<file path="src/rtl/kmce_pkg.sv">
package kmce_pkg;

   localparam int SampleDepth  = 4096;
   localparam int AddrBits     = 12;
   localparam int CountBits    = 13;
   localparam int MaxClusters  = 8;
   localparam int ClusterBits  = 3;
   localparam int Dims         = 3;
   localparam int CompBits     = 8;
   localparam int MeanBits     = 16;
   localparam int SumBits      = 20;
   localparam int SqBits       = 34;
   localparam int RootBits     = 17;
   localparam int TotalBits    = 29;
   localparam int DivisorBits  = 13;
   localparam int CostBits     = 17;

   typedef enum logic [1:0] {
      ACT_LOAD  = 2'd0,
      ACT_RUN   = 2'd1,
      ACT_READ  = 2'd2,
      ACT_CLEAR = 2'd3
   } kmce_action_type;

   typedef enum logic [1:0] {
      ST_OK    = 2'd0,
      ST_FEW   = 2'd1,
      ST_FULL  = 2'd2,
      ST_RANGE = 2'd3
   } kmce_status_type;

   typedef enum logic [1:0] {
      CSR_CLUSTERS  = 2'd0,
      CSR_MAX_ITER  = 2'd1,
      CSR_TOLERANCE = 2'd2,
      CSR_UNUSED    = 2'd3
   } kmce_csr_type;

   typedef enum logic [4:0] {
      S_IDLE, S_LBL, S_RESP,
      S_INIT_DIV, S_INIT_WAIT, S_INIT_RD, S_INIT_WR,
      S_ROUND, S_SMP_RD, S_MUL, S_ACC, S_SQRT_GO, S_SQRT_WAIT,
      S_COST_GO, S_COST_WAIT, S_MEAN_CHK, S_MEAN_GO, S_MEAN_WAIT,
      S_STAB_MUL, S_STAB_CHK
   } kmce_state_type;

   // Handshake between the sequencer and an iterative unit.
   typedef struct packed {
      logic start;
   } kmce_unit_ctl_type;

   typedef struct packed {
      logic busy;
      logic done;
   } kmce_unit_sts_type;

endpackage

</file>
<file path="src/rtl/kmce_isqrt.sv">
// Digit-by-digit integer square root, one result bit per cycle.
module kmce_isqrt
   import kmce_pkg::*;
(
   input  logic                clock,
   input  logic                reset,
   input  kmce_unit_ctl_type   ctl,
   input  logic [SqBits-1:0]   radicand,
   output kmce_unit_sts_type   sts,
   output logic [RootBits-1:0] root
);

   localparam int RemBits = RootBits + 3;
   localparam int CntBits = $clog2(RootBits + 1);

   logic [SqBits-1:0]   val_ff, val_in;
   logic [RemBits-1:0]  rem_ff, rem_in;
   logic [RootBits-1:0] root_ff, root_in;
   logic [CntBits-1:0]  cnt_ff, cnt_in;
   logic                done_ff, done_in;
   logic [RemBits-1:0]  rem_shift;
   logic [RemBits-1:0]  trial;

   // Bring down two radicand bits and try the next root bit.
   always_comb begin
      rem_shift = {rem_ff[RemBits-3:0], val_ff[SqBits-1 -: 2]};
      trial     = {1'b0, root_ff, 2'b01};
      val_in    = val_ff;
      rem_in    = rem_ff;
      root_in   = root_ff;
      cnt_in    = cnt_ff;
      done_in   = 1'b0;
      if (ctl.start) begin
         val_in  = radicand;
         rem_in  = '0;
         root_in = '0;
         cnt_in  = CntBits'(RootBits);
      end else if (cnt_ff != '0) begin
         val_in = {val_ff[SqBits-3:0], 2'b00};
         if (rem_shift >= trial) begin
            rem_in  = rem_shift - trial;
            root_in = {root_ff[RootBits-2:0], 1'b1};
         end else begin
            rem_in  = rem_shift;
            root_in = {root_ff[RootBits-2:0], 1'b0};
         end
         cnt_in  = cnt_ff - 1'b1;
         done_in = (cnt_ff == CntBits'(1));
      end
   end

   always_ff @(posedge clock) begin
      if (reset) begin
         cnt_ff  <= '0;
         done_ff <= 1'b0;
      end else begin
         cnt_ff  <= cnt_in;
         done_ff <= done_in;
      end
      val_ff  <= val_in;
      rem_ff  <= rem_in;
      root_ff <= root_in;
   end

   assign sts.busy = (cnt_ff != '0);
   assign sts.done = done_ff;
   assign root     = root_ff;

endmodule

</file>
<file path="config.mk">
export PLATFORM = sky130hd
export DESIGN_NAME = kmce_isqrt
export DESIGN_NICKNAME = d
export VERILOG_FILES = /design/src/rtl/kmce_pkg.sv /design/src/rtl/kmce_isqrt.sv
export SDC_FILE = /design/constraint.sdc
export NUM_CORES = 1
export LEC_CHECK = 0
export ABC_AREA = 1
export CAP_MARGIN = 0
export CORE_UTILIZATION = 40
export CTS_CLUSTER_SIZE = 25
export DETAILED_ROUTE_END_ITERATION = 7
export DONT_BUFFER_PORTS = 1
export RECOVER_POWER = 25
export SYNTH_ARGS = -nofsm -noshare
export SYNTH_HDL_FRONTEND = slang
export SYNTH_SLANG_ARGS = --single-unit
export TNS_END_PERCENT = 1
</file>
<file path="constraint.sdc">
create_clock -name clock -period 2.65 [get_ports clock]
set_clock_uncertainty 0.2 [all_clocks]
set_input_delay 0.1325 -clock clock [delete_from_list [all_inputs] [get_ports clock]]
set_output_delay 0.1325 -clock clock [all_outputs]
set_load 0.1 [all_outputs]
</file>
# After elaboration in Yosys (flattened, before gate mapping)

Index checks and enable logic that the tools add are counted.

Add/sub/neg operators: 2
Order comparisons: 1
Eq/ne operators: 1
Multiplexer cells: 6
Bitwise operators: 1
Reductions and logical operators: 4

Operators by type and width:

| kind                | count |
|---|---|
| $mux 34             | 2 |
| $ge 20x19->1        | 1 |
| $mux 18             | 1 |
| $sub 18x18->18      | 1 |
| $mux 5              | 2 |
| $eq 5x1->1 const B  | 1 |
| $reduce_bool 5->1   | 1 |
| $sub 5x1->5 const B | 1 |
| $reduce_or 3->1     | 1 |
| $reduce_bool 2->1   | 1 |
| $reduce_or 2->1     | 1 |
| $mux 1              | 1 |
| $not 1->1           | 1 |

Register bits: 75
Input bits: 37
Output and inout port bits: 19
Logic and storage cells: 21

# Logic depth before layout (Yosys ltp)

Depth after elaboration: 3
Gate-level depth with buffers: 17
Gate-level depth less buffers: 16

# Least setup slack after synthesis

No wires, ideal clock.

Kind: flip-flop to flip-flop
From: register root_ff[1] (netlist: root[1])
To: register rem_ff[1]
Setup time: 114 ps
Arrival: 2540 ps
Path slack: -204 ps
Cell stages (with the launch flop): 15
Period minus slack after synthesis: 2854 ps
Cell sequence: dfxtp_1 > inv_1 > ha_1 > or2_4 > nand2_2 > inv_2 > nand2_2 > nand3_4 > nand2_4 > nand2_8 > inv_4 > buf_8 > nor2_1 > o21bai_1 > inv_1

Cells in the longest elaborated chain, start to end: 2

RTL lines:

| what                   | line             | text |
|---|---|---|
| start, declared        | kmce_isqrt.sv:18 | `logic [RootBits-1:0] root_ff, root_in;` |
| start signal, assigned | kmce_isqrt.sv:62 | `root_ff <= root_in;` |
| $ge 20x19->1           | kmce_isqrt.sv:40 | `if (rem_shift >= trial) begin` |
| $mux 18                | kmce_isqrt.sv:40 |  |
| end signal, assigned   | kmce_isqrt.sv:61 | `rem_ff <= rem_in;` |
| end, declared          | kmce_isqrt.sv:17 | `logic [RemBits-1:0] rem_ff, rem_in;` |

Every way passes these cells.
A chain may end at the register's enable or synchronous reset.

# Worst setup path in the final report

From: register val_ff[32]
To: register rem_ff[6]

Cells in the longest elaborated chain, start to end: 2
Elaborated cells between the ends (all ways): 3

RTL lines:

| what                                           | line                               | text |
|---|---|---|
| start, declared                                | kmce_isqrt.sv:16                   | `logic [SqBits-1:0] val_ff, val_in;` |
| start signal, assigned                         | kmce_isqrt.sv:60                   | `val_ff <= val_in;` |
| $sub 18x18->18 or $ge 20x19->1 (tied branches) | kmce_isqrt.sv:41, kmce_isqrt.sv:40 |  |
| $mux 18 (*)                                    | kmce_isqrt.sv:40                   |  |

Mark *: on every way between the ends. The rest lies on a longest branch, timed or not.

==> results.json <==
{
  "hold_path_class": "primary input to register",
  "grt_pass1_vias": 3824,
  "synth_edf_count": 34,
  "maxCapViolations": 1,
  "drtIter0Drc": 267,
  "slew_violations": 43,
  "start_util": 0.410,
  "cts_resized": 0,
  "cts_sinks": 75,
  "antenna_found_initial": 0,
  "rsz0062_at_grt": "no",
  "synth-seq-cells": 75,
  "final_common_cell": "nand2_1",
  "grt_use_met1": 0.265,
  "grt.busiest_layer": "met2",
  "p_total_w": 0.00591,
  "critPathMaxFanout": 4,
  "dieArea_mm2": 0.0115,
  "ir_drop_uv": 442,
  "timing.final.crit_share": 0.884,
  "nets": 727,
  "clk_pin_slew_ns": 0.09,
  "tns_ns": 0,
  "whs_ns": 0.135,
  "clock_latency_ns": 0.35,
  "relSlewSlack": -0.164,
  "synth_flop_cell": "dfxtp_1",
  "critPathLaunchType": "register",
  "dr.pass1.iters": 4,
  "ys_seq_area_frac": 0.414,
  "cts_buffers": 9,
  "leakage_nw": 2.58,
  "viasPerCell": 4.82,
  "gr-usage-all-layers": 0.204,
  "drtAntennaViolNets": 0,
  "syn_nets": 680,
  "r2r_slack_ns": 0.31,
  "vias": 3920,
  "fin_crit_ns": 2.34,
  "hpwl_um": 7520,
  "finalSetupViolations": 0,
  "root_buffer": "clkbuf_8",
  "critPathArrivalTime_ns": 2.30,
  "pin_count": 56,
  "finalHoldViolCount": 0,
  "end_kind": "register",
  "syn-cell-area_mm2": 0.00444,
  "gp_congestion": 0.902,
  "rows": 38,
  "die_x_um": 107,
  "crit_required_ns": 2.61,
  "fmaxAchievable_ghz": 0.427,
  "die_h_um": 107,
  "p_per_area_mw_per_mm2": 1130,
  "async_reset_ff_frac": 0,
  "cts.path.max_buffers": 2,
  "routedWlPerCell_um": 13.5,
  "h-tree-depth": 3,
  "grt_max_degree": 63,
  "diodes": 0,
  "synth.distinct_cells": 38,
  "coreArea_mm2": 0.0108,
  "mostFrequentLayoutCells": "nand2_1, inv_1, nor2_1",
  "drive_gt1_frac": 0.125,
  "wirelength_um": 10900,
  "cts_tree": "built",
  "tightest_slew_ns": 1.75,
  "netlist_instances": 621,
  "path_class": "register to register",
  "syn_area_per_cell_um2": 7.16,
  "fillCellCount": 1085,
  "violations": "capacitance limit, slew limit",
  "grtUsageMet3": 0.0333,
  "overflow": 0,
  "portBuffers": 0,
  "area_growth_pct": 18.1,
  "status": "complete, but fails checks",
  "met2_usage": 0.345,
  "yosysWarnings": 0,
  "grt_pass1_wl_um": 18200,
  "drc": 0
}
-- per-layer routing --
metal  vias to the layer above  wire length (µm)
met5                         -                 0
met1                      1754              5180
li1                       2082                 -
met4                         0               136
met2                        71              5230
met3                        13               396
-- worst paths after layout --
kind	startpoint	depth (start not counted)	end
setup / recovery	val_ff[32]	13	rem_ff[6]
hold / removal	ctl	4	rem_ff[12]
setup reg to reg	val_ff[32]	13	rem_ff[6]
hold reg to reg	root[4]	2	root[5]
-- per-stage QoR --
step	instances	utilization	setup slack (ns)	cell area (µm²)
floorplan	621	-	0.0130	4460
global placement	760	0.435	0.384	4710
detailed placement	760	0.435	0.385	4710
CTS	813	0.486	0.378	5270
global route	813	0.484	0.0804	5250
finish	813	0.484	0.308	5250
-- state kept, by name (all words and copies together), names as in the netlist --
register / count
cnt_ff: 5
done_ff: 1
rem_ff: 18
root: 17
val_ff: 34
-- Yosys cell counts, types with 2 or more instances --
master	number	area (µm²)
nor2_1	44	165
clkbuf_1	13	48.8
nand3b_1	3	22.5
dfxtp_1	41	821
nor2_4	2	22.5
inv_1	74	278
nand2_1	214	803
buf_2	4	20.0
inv_2	5	18.8
a21oi_1	42	210
nor2_2	5	31.3
nand3_1	34	170
or2_2	2	12.5
nand4_1	7	43.8
o21bai_1	3	22.5
edfxtp_1	34	1020
nand2_2	7	43.8
buf_4	2	15.0
a21boi_1	3	22.5
buf_1	2	7.51
xnor2_1	2	17.5
ha_1	22	275
o21ai_0	38	190
nor3_1	4	20.0
-- report_power, final --
part	internal, W	switching, W	leakage [nW]
Sequential	0.00149	0.000157	0.708
Clock	0.000372	0.000429	0.0963
Combinational	0.00108	0.00239	1.78
-- cell families after synthesis --
group | synth area share
AND/OR/NAND/NOR | 0.318
AO/OA/AOI/OAI | 0.106
XOR/XNOR | 0.00394
flip-flops | 0.414
buffers and inverters | 0.0954
adder cells (fa/ha/maj) | 0.0619
-- critical path: stages, from the launching register on --
cell and delay, ns:
edfxtp_1 0.46, inv_1 0.11, ha_1 0.20, inv_1 0.09, nand2_1 0.07, nand2_1 0.10
nand2_2 0.09, o21ai_0 0.34, and2_1 0.19, nor2_1 0.05, nand2_1 0.05, nand2_1 0.05
nor2_1 0.10, nor2_1 0.05
-- cell type report --
| type | instances | area [µm²] | share of cell area |
|---|---|---|---|
| clock buffers | 11 | 145 | 0.0276 |
| inverters | 81 | 307 | 0.0584 |
| well taps | 140 | 175 | 0.0334 |
| flip-flops and latches | 75 | 1860 | 0.355 |
| repair buffers | 59 | 542 | 0.103 |
| multi-input cells | 442 | 2190 | 0.417 |
| clock inverters | 5 | 28.8 | 0.00548 |
-- repair_timing --
| item | 4_1_cts | 5_1_grt |
|---|---|---|
| buffers inserted | 0 | 0 |
| hold buffers | 37 | 0 |
| hold endpoints to repair | 46 | 0 |
Note: power is estimated with default switching activity, not from simulation.
