==> src/rtl/kmce_pkg.sv <==
package kmce_pkg;

   localparam int SampleDepth  = 4096;
   localparam int AddrBits     = 12;
   localparam int CountBits    = 13;
   localparam int MaxClusters  = 8;
   localparam int ClusterBits  = 3;
   localparam int Dims         = 3;
   localparam int CompBits     = 8;
   localparam int MeanBits     = 16;
   localparam int SumBits      = 20;
   localparam int SqBits       = 34;
   localparam int RootBits     = 17;
   localparam int TotalBits    = 29;
   localparam int DivisorBits  = 13;
   localparam int CostBits     = 17;

   typedef enum logic [1:0] {
      ACT_LOAD  = 2'd0,
      ACT_RUN   = 2'd1,
      ACT_READ  = 2'd2,
      ACT_CLEAR = 2'd3
   } kmce_action_type;

   typedef enum logic [1:0] {
      ST_OK    = 2'd0,
      ST_FEW   = 2'd1,
      ST_FULL  = 2'd2,
      ST_RANGE = 2'd3
   } kmce_status_type;

   typedef enum logic [1:0] {
      CSR_CLUSTERS  = 2'd0,
      CSR_MAX_ITER  = 2'd1,
      CSR_TOLERANCE = 2'd2,
      CSR_UNUSED    = 2'd3
   } kmce_csr_type;

   typedef enum logic [4:0] {
      S_IDLE, S_LBL, S_RESP,
      S_INIT_DIV, S_INIT_WAIT, S_INIT_RD, S_INIT_WR,
      S_ROUND, S_SMP_RD, S_MUL, S_ACC, S_SQRT_GO, S_SQRT_WAIT,
      S_COST_GO, S_COST_WAIT, S_MEAN_CHK, S_MEAN_GO, S_MEAN_WAIT,
      S_STAB_MUL, S_STAB_CHK
   } kmce_state_type;

   // Handshake between the sequencer and an iterative unit.
   typedef struct packed {
      logic start;
   } kmce_unit_ctl_type;

   typedef struct packed {
      logic busy;
      logic done;
   } kmce_unit_sts_type;

endpackage

==> src/rtl/kmce_div.sv <==
// Restoring divider, one quotient bit per cycle.
module kmce_div
   import kmce_pkg::*;
(
   input  logic                   clock,
   input  logic                   reset,
   input  kmce_unit_ctl_type      ctl,
   input  logic [TotalBits-1:0]   dividend,
   input  logic [DivisorBits-1:0] divisor,
   output kmce_unit_sts_type      sts,
   output logic [TotalBits-1:0]   quotient
);

   localparam int CntBits = $clog2(TotalBits + 1);

   logic [TotalBits-1:0]   quo_ff, quo_in;
   logic [DivisorBits-1:0] rem_ff, rem_in;
   logic [DivisorBits-1:0] dsr_ff, dsr_in;
   logic [CntBits-1:0]     cnt_ff, cnt_in;
   logic                   done_ff, done_in;
   logic [DivisorBits:0]   trial;

   // One shift-and-subtract step.
   always_comb begin
      trial   = {rem_ff, quo_ff[TotalBits-1]};
      quo_in  = quo_ff;
      rem_in  = rem_ff;
      dsr_in  = dsr_ff;
      cnt_in  = cnt_ff;
      done_in = 1'b0;
      if (ctl.start) begin
         quo_in = dividend;
         rem_in = '0;
         dsr_in = divisor;
         cnt_in = CntBits'(TotalBits);
      end else if (cnt_ff != '0) begin
         if (trial >= {1'b0, dsr_ff}) begin
            rem_in = DivisorBits'(trial - {1'b0, dsr_ff});
            quo_in = {quo_ff[TotalBits-2:0], 1'b1};
         end else begin
            rem_in = trial[DivisorBits-1:0];
            quo_in = {quo_ff[TotalBits-2:0], 1'b0};
         end
         cnt_in  = cnt_ff - 1'b1;
         done_in = (cnt_ff == CntBits'(1));
      end
   end

   always_ff @(posedge clock) begin
      if (reset) begin
         cnt_ff  <= '0;
         done_ff <= 1'b0;
      end else begin
         cnt_ff  <= cnt_in;
         done_ff <= done_in;
      end
      quo_ff <= quo_in;
      rem_ff <= rem_in;
      dsr_ff <= dsr_in;
   end

   assign sts.busy = (cnt_ff != '0);
   assign sts.done = done_ff;
   assign quotient = quo_ff;

endmodule

==> config.mk <==
export PLATFORM = sky130hd
export DESIGN_NAME = kmce_div
export DESIGN_NICKNAME = d
export VERILOG_FILES = /design/src/rtl/kmce_pkg.sv /design/src/rtl/kmce_div.sv
export SDC_FILE = /design/constraint.sdc
export NUM_CORES = 1
export LEC_CHECK = 0
export BUFFER_PORTS_ARGS = -buffer_cell sky130_fd_sc_hd__clkbuf_2
export CORE_ASPECT_RATIO = 0.5
export CORE_MARGIN = 2
export CORE_UTILIZATION = 45
export CTS_CLUSTER_DIAMETER = 100
export DETAILED_ROUTE_END_ITERATION = 12
export PLACE_DENSITY = 0.69
export SYNTH_ARGS = -nofsm -noshare
export SYNTH_HDL_FRONTEND = slang
export SYNTH_SLANG_ARGS = --single-unit
==> constraint.sdc <==
create_clock -name clock -period 3.7 [get_ports clock]
set_input_delay 0.185 -clock clock [delete_from_list [all_inputs] [get_ports clock]]
set_output_delay 0.185 -clock clock [all_outputs]
set_load 0.005 [all_outputs]
Word level (Yosys, flattened, before mapping)
Cells that the tools add are included.
- register bits after elaboration: 61
- output and inout bits: 31
- input bits: 45
- logic and storage cells: 21
- bitwise logic cells: 1
- $add $sub $neg: 2
- mux-type cells: 6
- eq/ne operators: 1
- $lt $le $gt $ge: 1
- reduce and logical (&&, ||, !) cells: 4
- operators with widths (cell ; count):
    29-bit two-way mux ; 2
    14-bit by 13-bit >= comparator with 1-bit output ; 1
    13-bit two-way mux ; 1
    13-bit subtractor ; 1
    5-bit two-way mux ; 2
    5-bit by 1-bit equality test with 1-bit output, second input constant ; 1
    5-bit nonzero test ; 1
    5-bit by 1-bit subtractor with 5-bit output, second input constant ; 1
    3-bit OR reduction ; 1
    2-bit nonzero test ; 1
    2-bit OR reduction ; 1
    1-bit two-way mux ; 1
    1-bit NOT ; 1

Logic depth before layout (Yosys ltp)
Gate-level depths: netlist of run 1.
- depth after elaboration: 4
- gate-level depth with buffers: 12

Least setup slack after synthesis of run 1
OpenSTA, ideal clock, no wires.
- path type: flip-flop to flip-flop
- start: reg quo_ff[28] (netlist: quotient[28])
- end: reg quo_ff[0] (netlist: quotient[0]) (data pin)
- data required time: 3440 ps
- arrival: 2417 ps
- cell stages (with the launch flop): 12
- path slack: 1023 ps
- path through: edfxtp_1 > inv_1 > ha_1 > inv_1 > fa_1 > a211oi_2 > nor3b_1 > o21a_2 > or2_1 > buf_6 > buf_8 > mux2_2
- longest elaborated chain between the ends: 4
- RTL lines (element ; RTL line ; RTL):
    from (decl) ; kmce_div.sv:16 ; logic [TotalBits-1:0] quo_ff, quo_in;
    from (signal assigned) ; kmce_div.sv:57 ; quo_ff <= quo_in;
    14-bit by 13-bit >= comparator with 1-bit output ; kmce_div.sv:37 ; if (trial >= {1'b0, dsr_ff}) begin
    1-bit two-way mux ; kmce_div.sv:37 ;
    29-bit two-way mux ; kmce_div.sv:36 ; end else if (cnt_ff != '0) begin
    29-bit two-way mux ; kmce_div.sv:31 ; if (ctl.start) begin
    named net quo_in[0] ; kmce_div.sv:16 ;
The timed path passes the listed nets, and every way through them passes these cells. The select of a mux whose other input is x is not followed.
A chain may end at the register's enable or synchronous reset.

Worst setup path after layout of run 1
Same ends and word-level chain as after synthesis.

==> results by group, run 1 <==
STA
  – Clock skew: 0.00928 ns
  – Final hold viol count: 0
  – Fmax: ~330 MHz
  – Slew headroom: 0.486
  – Setup-failing EPs final: 0
  – RSZ-0062 raised after global routing: no
  – Slew @ Worst Pin: 0.772 ns
  – Minimum clock period: 2.99 ns
  – Tcrit/Tclk final: 0.808
  – Setup TNS: 0 ns
  – Max Slew Vio Count: 0

Clocking
  – Clock tree buffer depth: 2
  – CTS resizes: 0
  – Post-CTS setup buffers: 0
  – CTS clk-pin slew, worst paths: approximately 0.050 ns
  – CTS Sinks: between 60 and 70
  – CTS buffer count: 9
  – H-Tree Depth: 3
  – Clk_lat worst skew: about 0.32 ns
  – Post-CTS Hold Buffers: 0
  – Clk root buf: clkbuf_16
  – CTS tree: built

Drt
  – DR vias/cell: approximately 5.3
  – Total Routed Length: around 6900 um
  – DR DRC count: 0
  – Initial DRC count: about 110
  – Pre-antenna DRT Iters: 4
  – Routed length per instance: ~15 um
  – Final ANT Viol Nets: 0
  – Via count: 2,424

Finish
  – ANT cells: 0
  – Final std cells w/o fill: ~460
  – Finished Cell Area: a little under 4000 sq um
  – Fillers: 562
  – Layout cells sized above 1: 0.340
  – Most frequent cells in the layout: clkbuf_2, edfxtp_1, nor2_1, mux2_2, inv_1
  – Area growth, synth to finish: 22.2%
  – Fin util: 0.579
  – Most common cell after layout, fill and taps aside: clkbuf_2
  – Final Net Count: approximately 420

Yosys
  – Distinct cells, synth: 54
  – Post-synthesis compound-gate area fraction: 0.133
  – Post-synthesis mux area share: 0.126
  – Synth Warn #: 0
  – Async set or reset register ratio after synthesis: 0
  – Synthesized area: about 3200 sq um
  – Adder-Cell Fraction of Synth Area: 0.0642
  – Ranking of synthesized cells by area: edfxtp_1, dfxtp_1, mux2_2
  – Synth Area in Simple Gates: 0.0974
  – Mean Syn Cell Area: between 10 and 15 sq um
  – Post-synth EDFFs: 42
  – Post-synthesis instance total: 286
  – Post-synth top area share: 0.390
  – Post-Synth XOR/XNOR Area: 0.0217
  – Post-synthesis register bit count: 61
  – Synth area leader: edfxtp_1
  – Post-synthesis sequential area ratio: 0.507
  – Largest family of logic cells by synthesized area: compound AO/OA/AOI/OAI gates
  – Ys flop type: edfxtp_1
  – Net Count, Synth: 347

Placed design
  – Placed cell areas: ~3700 sq um
  – PortBufs: between 70 and 80
  – Final GP Congestion: 0.836
  – Half-perimeter wire length after placement: a little under 5000 um
  – Placed cells: ~440

Critical path
  – Worst R2R End: quotient[0]$_DFFE_PP_
  – Type of the worst setup path: flip-flop to flip-flop
  – R2r worst-path depth: 9
  – Critical Path Start: quotient[28]$_DFFE_PP_
  – CP endpoint kind: flip-flop
  – CP required: around 3.8 ns
  – Worst Setup EP: quotient[0]$_DFFE_PP_
  – RR Startpoint: quotient[28]$_DFFE_PP_
  – Worst EP arrival: around 3 ns
  – Crit start category: flip-flop
  – Reg-to-reg slack, setup: just over 0.7 ns
  – Crit-path max FO: 15

Min path
  – Worst min path class: input port to flip-flop
  – Hold Path Stages: 1

Global route
  – Gr usage total: 0.188
  – Initial antenna violation count: 0
  – Number of global-route vias before repair: 2,439
  – Total grt overflow: 0
  – Largest net degree at the start of global routing: 38
  – First-pass GRT wire length: 11,400 um

Die
  – Core Footprint: between 6000 and 7000 sq um
  – Row Count: 21
  – I/O Pins: 76
  – Chip width: roughly 120 um
  – Die ar.: ~7900 sq um
  – Die Span Y: ~64 um
  – Starting Density: 0.474

Pwr
  – PwrDens: about 720 nW/um^2
  – Max VDD drop: 0.000292 V
  – Tot Pwr: around 2.9 mW
  – Lkg Pwr: about 1.7 nW

Run
  – Max_cap viols: 0

Status
  – Status: complete, no violations
==> cells in the mapped netlist (2+ instances only) <==
cell and n:
mux2i_1 8, buf_1 3, nor2_1 34, o21ai_1 3
a31oi_1 3, nor3_1 3, a2111oi_0 2, o31ai_1 2
or3_1 3, clkbuf_1 5, a21o_1 5, a211oi_1 10
nand3b_1 3, o21ai_0 7, nand3_1 6, a21oi_1 13
nand2_1 9, o31ai_2 2, mux2_2 29, buf_2 3
edfxtp_1 42, ha_1 15, nor3b_1 2, dfxtp_1 19
xnor2_1 7, inv_1 20
==> layer usage <==
metal	vias to the layer above	wire [um]	track usage
li1	1194	-	-
met1	1145	3070	0.245
met2	79	3250	0.292
met3	6	505	0.0670
met4	0	52	0.0646
met5	-	0	0
==> how the worst min path moves through the flow <==
stage               start                endpoint  slack (ns)
4_1_cts        divisor[0]     dsr_ff[0]$_DFFE_PP_        0.02
2_1_floorplan       reset  cnt_ff[2]$_SDFFE_PP0P_        0.25
3_3_place_gp   divisor[9]     dsr_ff[9]$_DFFE_PP_        0.36
3_5_place_dp   divisor[0]     dsr_ff[0]$_DFFE_PP_        0.36
6_report       divisor[0]     dsr_ff[0]$_DFFE_PP_        0.04
5_1_grt        divisor[0]     dsr_ff[0]$_DFFE_PP_        0.02
==> report_power, final <==
group          total [mW]  switching [mW]  internal, mW
logic                1.06           0.588         0.470
clock network       0.811           0.270         0.541
registers           0.984          0.0998         0.885
total                2.85           0.958          1.90
==> critical path, stage by stage (launching register included) <==
cell and delay (ns):
edfxtp_1 0.41, inv_1 0.08, ha_1 0.16, inv_1 0.05
fa_1 0.43, a211oi_2 0.36, nor3b_1 0.10, o21a_2 0.24
or2_1 0.51, mux2_2 0.40
==> cell type report <==
| type | count | area (sq um) | area share |
|---|---|---|---|
| timing repair buffer | 78 | 398 | 0.101 |
| clock buffer | 15 | 258 | 0.0652 |
| sequential | 61 | 1640 | 0.415 |
| tap | 92 | 115 | 0.0291 |
| multi-input combinational | 189 | 1430 | 0.362 |
| inverter | 21 | 78.8 | 0.0199 |
| clock inverter | 1 | 30.0 | 0.00760 |
==> registers in the layout (all words and copies together) (netlist names) <==
| signal | count |
|---|---|
| quotient | 29 |
| dsr_ff | 13 |
| rem_ff | 13 |
| done_ff | 1 |
| cnt_ff | 5 |
==> cell families (layout without fill, tap and decap cells) <==
group,count (synthesis),after routing
adder cells (fa/ha/maj),16,16
AO/OA/AOI/OAI,61,61
XOR/XNOR,8,8
flip-flops,61,61
AND/OR/NAND/NOR,67,67
multiplexers,37,37
buffers and inverters,36,115
==> metrics by stage <==
stage          hold slack [ns]  setup WS [ns]
2_1_floorplan            0.254           1.02
3_3_place_gp             0.361          0.851
3_5_place_dp             0.364          0.754
4_1_cts                 0.0248          0.725
5_1_grt                 0.0199          0.553
6_report                0.0374          0.711
No activity file was read; power rests on OpenSTA's default activity.
==> run 2: changes to the inputs <==
ABC_AREA = 1   (was not set)
PLACE_DENSITY = 0.68   (was 0.69)
clock period = 3.1 ns   (was 3.7 ns; I/O delays follow)
==> results by group, run 2 <==
Drt
  – DR DRC count: 0
  – Via count: between 3,000 and 4,000
  – Routed length per instance: between 10 and 15 um
  – Initial DRC count: ~210
  – DR vias/cell: about 4.7
  – Final ANT Viol Nets: 0
  – Total Routed Length: between 7000 and 8000 um
  – Pre-antenna DRT Iters: 4

Critical path
  – Crit start category: flip-flop
  – Critical Path Start: quotient[28]$_DFFE_PP_
  – CP required: around 3.4 ns
  – Crit path cell chain: inv_1 -> ha_1 -> inv_1 -> fa_1 -> nand2_1 -> nand2_1 -> nand3_1 -> nand2_1 -> nand2_4 -> nand3_4 -> nand2_1 -> nand2_1 -> o21ai_0
  – Crit-path max FO: 18
  – CP endpoint kind: flip-flop
  – Crit-path most repeated cell: nand2_1
  – Crit path largest cell delay: ~0.44 ns
  – RR Startpoint: quotient[28]$_DFFE_PP_
  – Type of the worst setup path: flip-flop to flip-flop
  – Worst EP arrival: 2.59 ns
  – Worst path slowest cell: fa_1

Placed design
  – Final GP Congestion: 0.907
  – Half-perimeter wire length after placement: 5680 um
  – PortBufs: between 70 and 80

Pwr
  – Lkg Pwr: about 2.3 nW
  – NetSw: approximately 1.3 mW
  – PwrDens: about 830 nW/um^2
  – P_int: around 2.3 mW
  – Seq pwr share: 0.311
  – Tot Pwr: around 3.7 mW
  – Max VDD drop: 0.000354 V
  – Combinational Power Share: 0.373
  – Clock power share: 0.316
  – Switching part of the total: 0.366

STA
  – Minimum clock period: approximately 2.3 ns
  – Tcrit/Tclk final: 0.753
  – Slew @ Worst Pin: between 0.5 and 0.6 ns
  – Clock skew: between 0.006 and 0.007 ns
  – Final hold viol count: 0
  – Setup TNS: 0 ns
  – Max Slew Vio Count: 0
  – Fmax: 428 MHz
  – Slew headroom: 0.655
  – Setup-failing EPs final: 0
  – RSZ-0062 raised after global routing: no

Finish
  – Most frequent cells in the layout: nand2_1, clkbuf_2, inv_1, edfxtp_1, nand3_1
  – Layout cells sized above 1: 0.236
  – Max FFs per register: 29
  – Final Net Count: 593
  – Most common cell after layout, fill and taps aside: nand2_1
  – Area growth, synth to finish: 26.4%
  – ANT cells: 0
  – Fillers: about 700

Global route
  – Gr usage total: 0.196
  – First-pass GRT wire length: roughly 13,000 um
  – Total grt overflow: 0
  – Initial antenna violation count: 0
  – Largest net degree at the start of global routing: 32
  – Number of global-route vias before repair: around 2,800

Die
  – I/O Pins: 76
  – Row Count: 22
  – Die Span Y: approximately 66 um
  – Die ar.: 8570 sq um
  – Chip width: approximately 130 um
  – Core Footprint: 7460 sq um
  – Starting Density: 0.471

Status
  – Status: complete, no violations

Clocking
  – H-Tree Depth: 3
  – Post-CTS Hold Buffers: 10
  – CTS Sinks: between 60 and 70
  – CTS resizes: 0
  – CTS tree: built
  – CTS clk-pin slew, worst paths: roughly 0.050 ns
  – Clk_lat worst skew: around 0.33 ns
  – Post-CTS setup buffers: 0
  – Clock tree buffer depth: 2
  – Clk root buf: clkbuf_16
  – CTS buffer count: 9

Min path
  – Hold Path Origin: divisor[5]
  – Worst min path class: input port to flip-flop

Yosys
  – Post-synthesis register bit count: 61
  – Distinct cells, synth: 32
  – Most common library cells after synthesis: nand2_1, inv_1, edfxtp_1
  – Post-synth EDFFs: 42
  – Mean Syn Cell Area: 7.95 sq um
  – Synthesized area: between 3000 and 4000 sq um
  – Post-synthesis instance total: about 440
  – Post-synth top area share: 0.359
  – Ys flop type: edfxtp_1
  – Post-synthesis sequential area ratio: 0.467
  – Synth area leader: edfxtp_1
  – Net Count, Synth: approximately 500
  – Top-count cell post-synth: nand2_1
  – Async set or reset register ratio after synthesis: 0
  – Ranking of synthesized cells by area: edfxtp_1, nand2_1, dfxtp_1
  – Synth Warn #: 0

Run
  – Max_cap viols: 0
[run 2: critical path: cells and delay by family (launching register included)]
family | cells | cell delay (ns)
flops | 1 | 0.40
simple gates | 8 | 0.95
compound gates | 1 | 0.16
buf+inv | 2 | 0.15
fa+ha+maj | 2 | 0.58
[run 2: through the flow]
stage               std cells  hold WS, ns  utilization  setup slack, ns  area [sq um]
floorplan                 442        0.224            -            0.966          3510
global placement          618        0.331        0.534            0.872          3980
detailed placement        618        0.334        0.534            0.808          3980
CTS                       644     0.000357        0.594            0.795          4430
global route              645      0.00762        0.595            0.662          4440
finish                    645      0.00641        0.595            0.765          4440
[run 2: area by class of cell]
type	instances	area, sq um	share of cell area
clock buffers	9	225	0.0507
clock inverters	7	121	0.0273
inverters	70	263	0.0592
multi-input cells	300	1540	0.347
flip-flops and latches	61	1640	0.370
well taps	108	135	0.0304
repair buffers	90	515	0.116
[run 2: worst paths after layout]
check	cells past startpoint	to	slack [ns]
setup / recovery	13	rem_ff[4]$_SDFFE_PP0P_	0.76
hold / removal	1	dsr_ff[5]$_DFFE_PP_	0.006
setup reg to reg	13	rem_ff[4]$_SDFFE_PP0P_	0.76
hold reg to reg	1	done_ff$_SDFF_PP0_	0.47
[run 2: cells by family (layout without fill, tap and decap cells)]
logic type,after synthesis,after routing,synth area share
and+or+nand+nor,262,262,0.337
buffers and inverters,81,176,0.0947
DFF,61,61,0.467
AOI/OAI and AO/OA,17,17,0.0296
adders and majority gates,16,16,0.0591
xor gates and xnor gates,5,5,0.0125
[run 2: routing by layer]
metal,vias up,share of wire,track usage
li1,1583,-,-
met1,1347,0.47,0.256
met2,86,0.45,0.306
met3,8,0.074,0.0683
met4,0,0.011,0.0679
met5,-,0,0
[run 2: power groups by stage]
stage               logic [mW]  clock network, mW  registers, mW
global placement          1.34                  0           1.16
detailed placement        1.35                  0           1.16
finish                    1.37               1.16           1.15
global route              1.54               1.23           1.17
floorplan                 1.08                  0           1.14
CTS                       1.37               1.18           1.15
